File: src/sv/time_block_range_lookup_top_assert.svh
// Assertion macros shared by the interval lookup RTL.
// Depends on nothing; included by the files that carry assertions.
`ifndef TIME_BLOCK_RANGE_LOOKUP_TOP_ASSERT_SVH
`define TIME_BLOCK_RANGE_LOOKUP_TOP_ASSERT_SVH

// Same-cycle implication, disabled while reset is high.
`define TBRL_ASSERT_IMP(label, clk, rst, ante, cons, msg) \
  label: assert property (@(posedge clk) disable iff (rst) (ante) |-> (cons)) \
    else $error(msg);

// Next-cycle implication, disabled while reset is high.
`define TBRL_ASSERT_NXT(label, clk, rst, ante, cons, msg) \
  label: assert property (@(posedge clk) disable iff (rst) (ante) |=> (cons)) \
    else $error(msg);

`endif

File: src/sv/tbrl_pkg.sv
// Shared types and codes for the interval table with range lookup.
// Depends on nothing; used by tbrl_ctrl and the top level.
package tbrl_pkg;

  localparam int TIME_W = 64;
  localparam int IDX_W  = 11;

  typedef logic [IDX_W-1:0] idx_t;

  localparam logic KIND_APPEND = 1'b0;
  localparam logic KIND_QUERY  = 1'b1;

  localparam logic STATUS_OK   = 1'b0;
  localparam logic STATUS_FULL = 1'b1;

  typedef struct packed {
    idx_t first_index;
    idx_t stop_index;
    logic status;
  } result_t;

endpackage

File: src/sv/tbrl_ctrl.sv
// Sequencer for appends, the binary search and the forward scan.
// Depends on tbrl_pkg and the assertion header; drives the two store RAMs.
`include "time_block_range_lookup_top_assert.svh"

module tbrl_ctrl #(
  parameter int MAX_INTERVALS = 1024
) (
  input  logic                                    clk,
  input  logic                                    rst,
  input  logic                                    in_valid,
  output logic                                    in_ready,
  input  logic                                    kind,
  input  logic signed [tbrl_pkg::TIME_W-1:0]      time_begin,
  input  logic signed [tbrl_pkg::TIME_W-1:0]      time_end,
  output logic                                    wr_en,
  output logic [$clog2(MAX_INTERVALS)-1:0]        wr_addr,
  output logic [tbrl_pkg::TIME_W-1:0]             wr_begin,
  output logic [tbrl_pkg::TIME_W-1:0]             wr_end,
  output logic                                    rd_en,
  output logic [$clog2(MAX_INTERVALS)-1:0]        rd_addr,
  input  logic [tbrl_pkg::TIME_W-1:0]             rd_begin,
  input  logic [tbrl_pkg::TIME_W-1:0]             rd_end,
  output logic                                    res_valid,
  input  logic                                    res_ready,
  output tbrl_pkg::result_t                       res
);

  localparam int CNT_W  = $clog2(MAX_INTERVALS + 1);
  localparam int ADDR_W = $clog2(MAX_INTERVALS);

  typedef enum logic [2:0] {
    ST_IDLE,
    ST_APPEND,
    ST_SEARCH,
    ST_SEARCH_CMP,
    ST_SCAN,
    ST_SCAN_CMP,
    ST_DONE
  } state_t;

  state_t                             state;
  logic [CNT_W-1:0]                   count;
  logic [CNT_W-1:0]                   lo;
  logic [CNT_W-1:0]                   len;
  logic [CNT_W-1:0]                   stop;
  logic signed [tbrl_pkg::TIME_W-1:0] key_begin;
  logic signed [tbrl_pkg::TIME_W-1:0] key_end;

  logic [CNT_W-1:0] half;
  logic [CNT_W-1:0] mid;
  logic             full;
  logic             scan_more;

  assign half      = len >> 1;
  assign mid       = lo + half;
  assign full      = (count >= CNT_W'(MAX_INTERVALS));
  assign scan_more = (stop < count);

  assign in_ready  = (state == ST_IDLE);
  assign res_valid = (state == ST_DONE);

  assign wr_en    = (state == ST_APPEND) && !full;
  assign wr_addr  = count[ADDR_W-1:0];
  assign wr_begin = key_begin;
  assign wr_end   = key_end;

  assign rd_en   = ((state == ST_SEARCH) && (len != '0)) || ((state == ST_SCAN) && scan_more);
  assign rd_addr = (state == ST_SEARCH) ? mid[ADDR_W-1:0] : stop[ADDR_W-1:0];

  always_ff @(posedge clk) begin
    if (rst) begin
      state <= ST_IDLE;
      count <= '0;
    end else begin
      unique case (state)
        ST_IDLE: begin
          if (in_valid) begin
            key_begin <= time_begin;
            key_end   <= time_end;
            lo        <= '0;
            len       <= count;
            state     <= (kind == tbrl_pkg::KIND_APPEND) ? ST_APPEND : ST_SEARCH;
          end
        end
        ST_APPEND: begin
          if (full) begin
            res.first_index <= tbrl_pkg::idx_t'(count);
            res.stop_index  <= tbrl_pkg::idx_t'(count);
            res.status      <= tbrl_pkg::STATUS_FULL;
          end else begin
            res.first_index <= tbrl_pkg::idx_t'(count);
            res.stop_index  <= tbrl_pkg::idx_t'(count + CNT_W'(1));
            res.status      <= tbrl_pkg::STATUS_OK;
            count           <= count + CNT_W'(1);
          end
          state <= ST_DONE;
        end
        ST_SEARCH: begin
          if (len == '0) begin
            stop  <= lo;
            state <= ST_SCAN;
          end else begin
            state <= ST_SEARCH_CMP;
          end
        end
        ST_SEARCH_CMP: begin
          if ($signed(rd_end) <= key_begin) begin
            lo  <= mid + CNT_W'(1);
            len <= len - half - CNT_W'(1);
          end else begin
            len <= half;
          end
          state <= ST_SEARCH;
        end
        ST_SCAN: begin
          if (scan_more) begin
            state <= ST_SCAN_CMP;
          end else begin
            res.first_index <= tbrl_pkg::idx_t'(lo);
            res.stop_index  <= tbrl_pkg::idx_t'(stop);
            res.status      <= tbrl_pkg::STATUS_OK;
            state           <= ST_DONE;
          end
        end
        ST_SCAN_CMP: begin
          if ($signed(rd_begin) < key_end) begin
            stop  <= stop + CNT_W'(1);
            state <= ST_SCAN;
          end else begin
            res.first_index <= tbrl_pkg::idx_t'(lo);
            res.stop_index  <= tbrl_pkg::idx_t'(stop);
            res.status      <= tbrl_pkg::STATUS_OK;
            state           <= ST_DONE;
          end
        end
        ST_DONE: begin
          if (res_ready) begin
            state <= ST_IDLE;
          end
        end
        default: begin
          state <= ST_IDLE;
        end
      endcase
    end
  end

  // The table never grows past its depth, and a full table is never written.
  `TBRL_ASSERT_IMP(a_count_bound, clk, rst, 1'b1, count <= CNT_W'(MAX_INTERVALS), "count over depth")
  `TBRL_ASSERT_IMP(a_no_write_full, clk, rst, wr_en, !full, "write into a full table")
  // The search window always stays inside the filled part of the table.
  `TBRL_ASSERT_IMP(a_window, clk, rst, (state == ST_SEARCH) || (state == ST_SEARCH_CMP), ({1'b0, lo} + {1'b0, len}) <= {1'b0, count}, "search window past count")
  // The scan starts at the search answer and never runs past the count.
  `TBRL_ASSERT_IMP(a_scan_span, clk, rst, (state == ST_SCAN) || (state == ST_SCAN_CMP), (stop >= lo) && (stop <= count), "scan index out of span")
  // Every scan read of an entry below the count is followed by its compare.
  `TBRL_ASSERT_NXT(a_scan_read, clk, rst, (state == ST_SCAN) && scan_more, state == ST_SCAN_CMP, "scan compare skipped")

endmodule

File: config.mk
export PLATFORM = sky130hd
export DESIGN_NAME = tbrl_ctrl
export DESIGN_NICKNAME = d
export VERILOG_FILES = /design/src/sv/tbrl_pkg.sv /design/src/sv/tbrl_ctrl.sv
export VERILOG_INCLUDE_DIRS = /design/src /design/src/sv
export SDC_FILE = /design/constraint.sdc
export NUM_CORES = 1
export LEC_CHECK = 0
export BUFFER_PORTS_ARGS = -buffer_cell sky130_fd_sc_hd__buf_4
export CAP_MARGIN = 30
export CELL_PAD_IN_SITES_DETAIL_PLACEMENT = 1
export CELL_PAD_IN_SITES_GLOBAL_PLACEMENT = 2
export CORE_MARGIN = 8
export CORE_UTILIZATION = 31
export CTS_BUF_LIST = sky130_fd_sc_hd__clkbuf_8
export CTS_CLUSTER_SIZE = 30
export DETAILED_ROUTE_END_ITERATION = 6
export PLACE_DENSITY = 0.84
export SYNTH_ARGS = -nofsm -noshare
export SYNTH_HDL_FRONTEND = slang
export SYNTH_SLANG_ARGS = --single-unit
File: constraint.sdc
create_clock -name clk -period 10.9 [get_ports clk]
set_input_delay 2.18 -clock clk [delete_from_list [all_inputs] [get_ports clk]]
set_output_delay 2.18 -clock clk [all_outputs]
set_load 0.1 [all_outputs]
# --- After elaboration in Yosys (flattened, before gate mapping) ---
# Cells that the tools add are included.
op_classes:
  addsub: 6
  order_cmp: 4
  n_eq_ne: 13
  muxes: 21
  n_bitwise: 2
  n_reduce_logical: 18
ops:
  columns: ["operator", "n"]
  rows:
  - ["$pmux 23 s3", 1]
  - ["$mux 11", 6]
  - ["$pmux 11 s2", 3]
  - ["$le 64x64->1", 1]
  - ["$lt 64x64->1", 1]
  - ["$mux 23", 2]
  - ["$add 11x1->11 const B", 3]
  - ["$pmux 3 s7", 1]
  - ["$mux 12", 1]
  - ["$reduce_and 4->1", 3]
  - ["$add 11x10->11", 1]
  - ["$ge 11x11->1 const B", 1]
  - ["$logic_not 11->1", 1]
  - ["$lt 11x11->1", 1]
  - ["$reduce_bool 11->1", 1]
  - ["$sub 11x1->11 const B", 1]
  - ["$sub 11x10->11", 1]
  - ["$mux 10", 1]
  - ["$ne 2x2->1 const B", 5]
  - ["$eq 3x3->1 const B", 3]
  - ["$mux 3", 3]
  - ["$eq 3x2->1 const B", 2]
  - ["$mux 2", 3]
  - ["$reduce_and 3->1", 2]
  - ["10 further kinds", 16]
word_totals:
  ff_bits: 198
  inputBits: 261
  output_inout_bits: 175
  elab_cells: 74

# --- Depth between registers and ports, before layout ---
logic_depth:
  ltp_word: 4
  depth_mapped: 11

# --- Least setup slack after synthesis ---
# Ideal clock, no wire load.
synth_path:
  path_kind: "flip-flop to flip-flop"
  startpoint: "register state[1]"
  endpoint: "register key_begin (netlist bit wr_begin[0]), enable pin"
  setup_ps: 617
  arrival_time_ps: 8288
  slack_ps: 1995
  path_stages_with_launch: 5
  period_less_slack_ps: 8905
  cell_sequence: "dfxtp_1 clkbuf_1 nor3_1 nand2_1 nor2_1"
synth_via:
  elab_chain_cells: 2
synth_lines:
  columns: ["element", "line_no", "text"]
  rows:
  - ["start: declaration", "tbrl_ctrl.sv:41", "state_t state;"]
  - ["start signal: assignment", "tbrl_ctrl.sv:82", "state <= (kind == tbrl_pkg::KIND_APPEND) ? ST_APPEND : ST_SEARCH;"]
  - ["$logic_not 3->1", null, null]
  - ["named net in_ready", "tbrl_ctrl.sv:11", "output logic in_ready,"]
  - ["$reduce_and 3->1 (no line)", null, null]
  - ["end signal: assignment", "tbrl_ctrl.sv:78", "key_begin <= time_begin;"]
  - ["end: declaration", "tbrl_ctrl.sv:46", "logic signed [tbrl_pkg::TIME_W-1:0] key_begin;"]
# The timed path passes the listed nets, and every way through them passes these cells.
# A chain may end at the register's enable or synchronous reset.

# --- Final worst setup path ---
layout_path:
  startpoint: "register len[1]"
  endpoint: "output rd_addr[8]"
layout_via:
  elab_chain_cells: 2
layout_lines:
  columns: ["element", "line_no", "text"]
  rows:
  - ["start: declaration", "tbrl_ctrl.sv:44", "logic [CNT_W-1:0] len;"]
  - ["start signal: assignment", "tbrl_ctrl.sv:81", "len <= count;"]
  - ["start signal: assignment", "tbrl_ctrl.sv:109", "len <= len - half - CNT_W'(1);"]
  - ["start signal: assignment", "tbrl_ctrl.sv:111", "len <= half;"]
  - ["$add 11x10->11", "tbrl_ctrl.sv:55", "assign mid = lo + half;"]
  - ["$mux 10", "tbrl_ctrl.sv:68", "assign rd_addr = (state == ST_SEARCH) ? mid[ADDR_W-1:0] : stop[ADDR_W-1:0];"]
  - ["end: declaration", "tbrl_ctrl.sv:20", "output logic [$clog2(MAX_INTERVALS)-1:0] rd_addr,"]
# Every way passes these cells.

==> run metrics <==
status=finished, final reports clean; via count=10.3k; Comb pwr share=0.509; CTS tree=built; Routed Antenna Nets=0; commonest non-fill, non-tap cell in the layout=buf_4; Int Power=1570 µW; Leakage=about 0.0074 µW; first-pass GRT wire length=around 69000 µm; synthesized area=12000 µm²; syn_nets=1559; Slew HR=0.375; Top FF cell, synth=edfxtp_1; Cells after Synth=1129; crit path kind=reg -> out; DP Area=15800 µm²; Tightest Pin Transition=between 0.9 and 1 ns; CTS max path bufs=2; I/O pins=approximately 440; area share of the largest cell type after synthesis=0.462; H-tree lvl count=4; Max Slew Vio Count=0; MaxCap Viol Count=0; vias in the first global route=10.9k; synthesized flop and latch total=198; YS warnings=0; DR DRC count=0; Area Overhead vs Synth=35.3%; Root Driver=clkbuf_8; Rows=72; largest net degree at the start of global routing=75; gr usage total=0.204; HPWL after DPL=39500 µm; net switching power=around 1600 µW; CORE AREA=38400 µm²; Avg Cell Area, Syn=10.6 µm²; DRT iter0 DRCs=538; Die Ht=212 µm; CP required=8.72 ns; Chip Width=212 µm; setup TNS=0 ns; Yosys cell types=62; Startpoint Class=flip-flop; HP Class=reg -> reg; Clock Sink Count=198; Avg WL per Cell=22.4 µm; Sw Share=0.499; TritonCTS Buffers=17; I/O Buffers=435; post-synth top area cell=edfxtp_1; fraction of layout cells with a size suffix above 1=0.316; CTS resizes=0; final WL=46900 µm; Post-CTS Setup Inserts=0; Final Cycle Share=0.524; Total Nets Final=1990; Tmin final=about 5.7 ns; most frequent cells in the layout=442 x buf_4, 184 x edfxtp_1, 167 x ha_1; unrepaired setup endpoints after global routing=no; Worst EP arrival=between 3 and 4 ns; Reg area=between 5000 and 6000 µm²; gpl congestion=0.890; Peak VDD IR=0.0909 mV; fin area=16200 µm²; Synth area leaders=edfxtp_1 46%, ha_1 17%, inv_1 5.0%, o21ai_0 3.5%, nand2_1 3.1%; hold_buf cts=0; Max Clk Rate=175 MHz; clock-pin slew of the registers on the worst-case setup and hold paths=0.11 ns; DR vias/cell=slightly below 5; clock share of power=0.152; final hold violations=0; initial antenna violation count=5; clk_skew=0.0173 ns; part of the power in registers=0.339; multi-input combinational cell area=about 5400 µm²; Starting Density=0.312; Final setup viols=0; sequential area share after synthesis=0.485; ys async rst share=0; CP max FO=4; gr ovfl total=0; DRT Pass-1 Iters=6; Post-synth EDFFs=around 180; P per Cell Area=slightly below 200 nW/µm²; number of fill cells=4428; clock latency on the worst-skew pair=0.55 ns; Worst setup EP type=output port; DIE AREA=45100 µm²
power by group through the flow:
stage | combinational, µW | clock [µW] | sequential (µW)
after floorplan | 662 | 0 | 1580
after global placement | 1570 | 0 | 1080
after detailed placement | 1600 | 0 | 1080
after CTS | 1600 | 499 | 1070
after global routing | 1690 | 519 | 1080
final | 1590 | 476 | 1060
final cells by class:
class,instances,share of cell area
multi-input cells,742,0.335
inverters,158,0.0366
well taps,518,0.0400
repair buffers,443,0.207
flip-flops and latches,198,0.359
diodes,3,0.000464
clock buffers,17,0.0145
clock inverters,15,0.00819
flip-flops by register name, indices dropped and copies added (netlist names):
name,cells
len,11
wr_end,64
wr_begin,64
count,11
lo,11
res,23
state,3
stop,11
cell usage after synthesis (all sizes together) (2+ instances only):
cell,instances
and2,4
o21ai,83
xor2,18
nand2b,7
and3,6
o211ai,9
mux2,6
a31oi,10
and4,7
nand2,98
o311a,2
or2,6
a21o,16
o41ai,2
clkbuf,18
dfxtp,14
or3,8
inv,158
nand4,20
a211oi,6
ha,167
a221o,2
fa,2
o31ai,5
xnor2,25
nor4,8
nand3,34
a21oi,71
a221oi,3
edfxtp,184
buf,13
a211o,2
a21boi,3
o21bai,2
nor3,16
nor2b,7
a22oi,2
nor2,56
mux2i,5
a31o,4
o21a,3
path summary, 6_finish.rpt:
kind,from,end,slack (ns),cells past startpoint
min reg2reg,count[6],count[6],0.61,2
max reg2reg,len[1],lo[10],7.30,10
max,len[1],rd_addr[8],5.19,10
min,count[6],count[6],0.61,2
stage by stage:
stage	setup slack, ns	utilization	instances	hold slack, ns	total power [µW]
5_1_grt	4.95	0.422	2093	0.646	3290
2_1_floorplan	2.00	-	1129	0.503	2250
3_3_place_gp	5.63	0.411	2058	0.586	2650
6_report	5.19	0.422	2094	0.612	3130
3_5_place_dp	5.55	0.411	2058	0.602	2680
4_1_cts	5.09	0.421	2090	0.617	3160
critical path, cell delays in order (launching register included):
cell and delay (ns):
edfxtp_1 0.53, ha_1 0.27, fa_1 0.41, a21o_1 0.21
a21oi_2 0.17, nor2b_1 0.08, o31a_1 0.26, o22ai_1 0.25
xor2_1 0.40, o21ai_0 0.13, buf_4 0.26
cell families (layout without fill, tap and decap cells):
| family | count (synthesis) | after routing | share of synthesized area |
|---|---|---|---|
| xor+xnor | 43 | 43 | 0.0315 |
| other cells | 0 | 3 | 0 |
| compound gates | 235 | 235 | 0.118 |
| simple gates | 284 | 284 | 0.115 |
| buf+inv | 189 | 633 | 0.0625 |
| mux | 11 | 11 | 0.00983 |
| fa+ha+maj | 169 | 169 | 0.178 |
| flops | 198 | 198 | 0.485 |
routing by layer:
metal | vias up | routed length (µm) | track usage
li1 | 4898 | - | -
met1 | 5060 | 19300 | 0.236
met2 | 301 | 23400 | 0.361
met3 | 40 | 3410 | 0.0628
met4 | 4 | 792 | 0.0562
met5 | - | 19 | 0
Power figures use the tool's default switching activity.
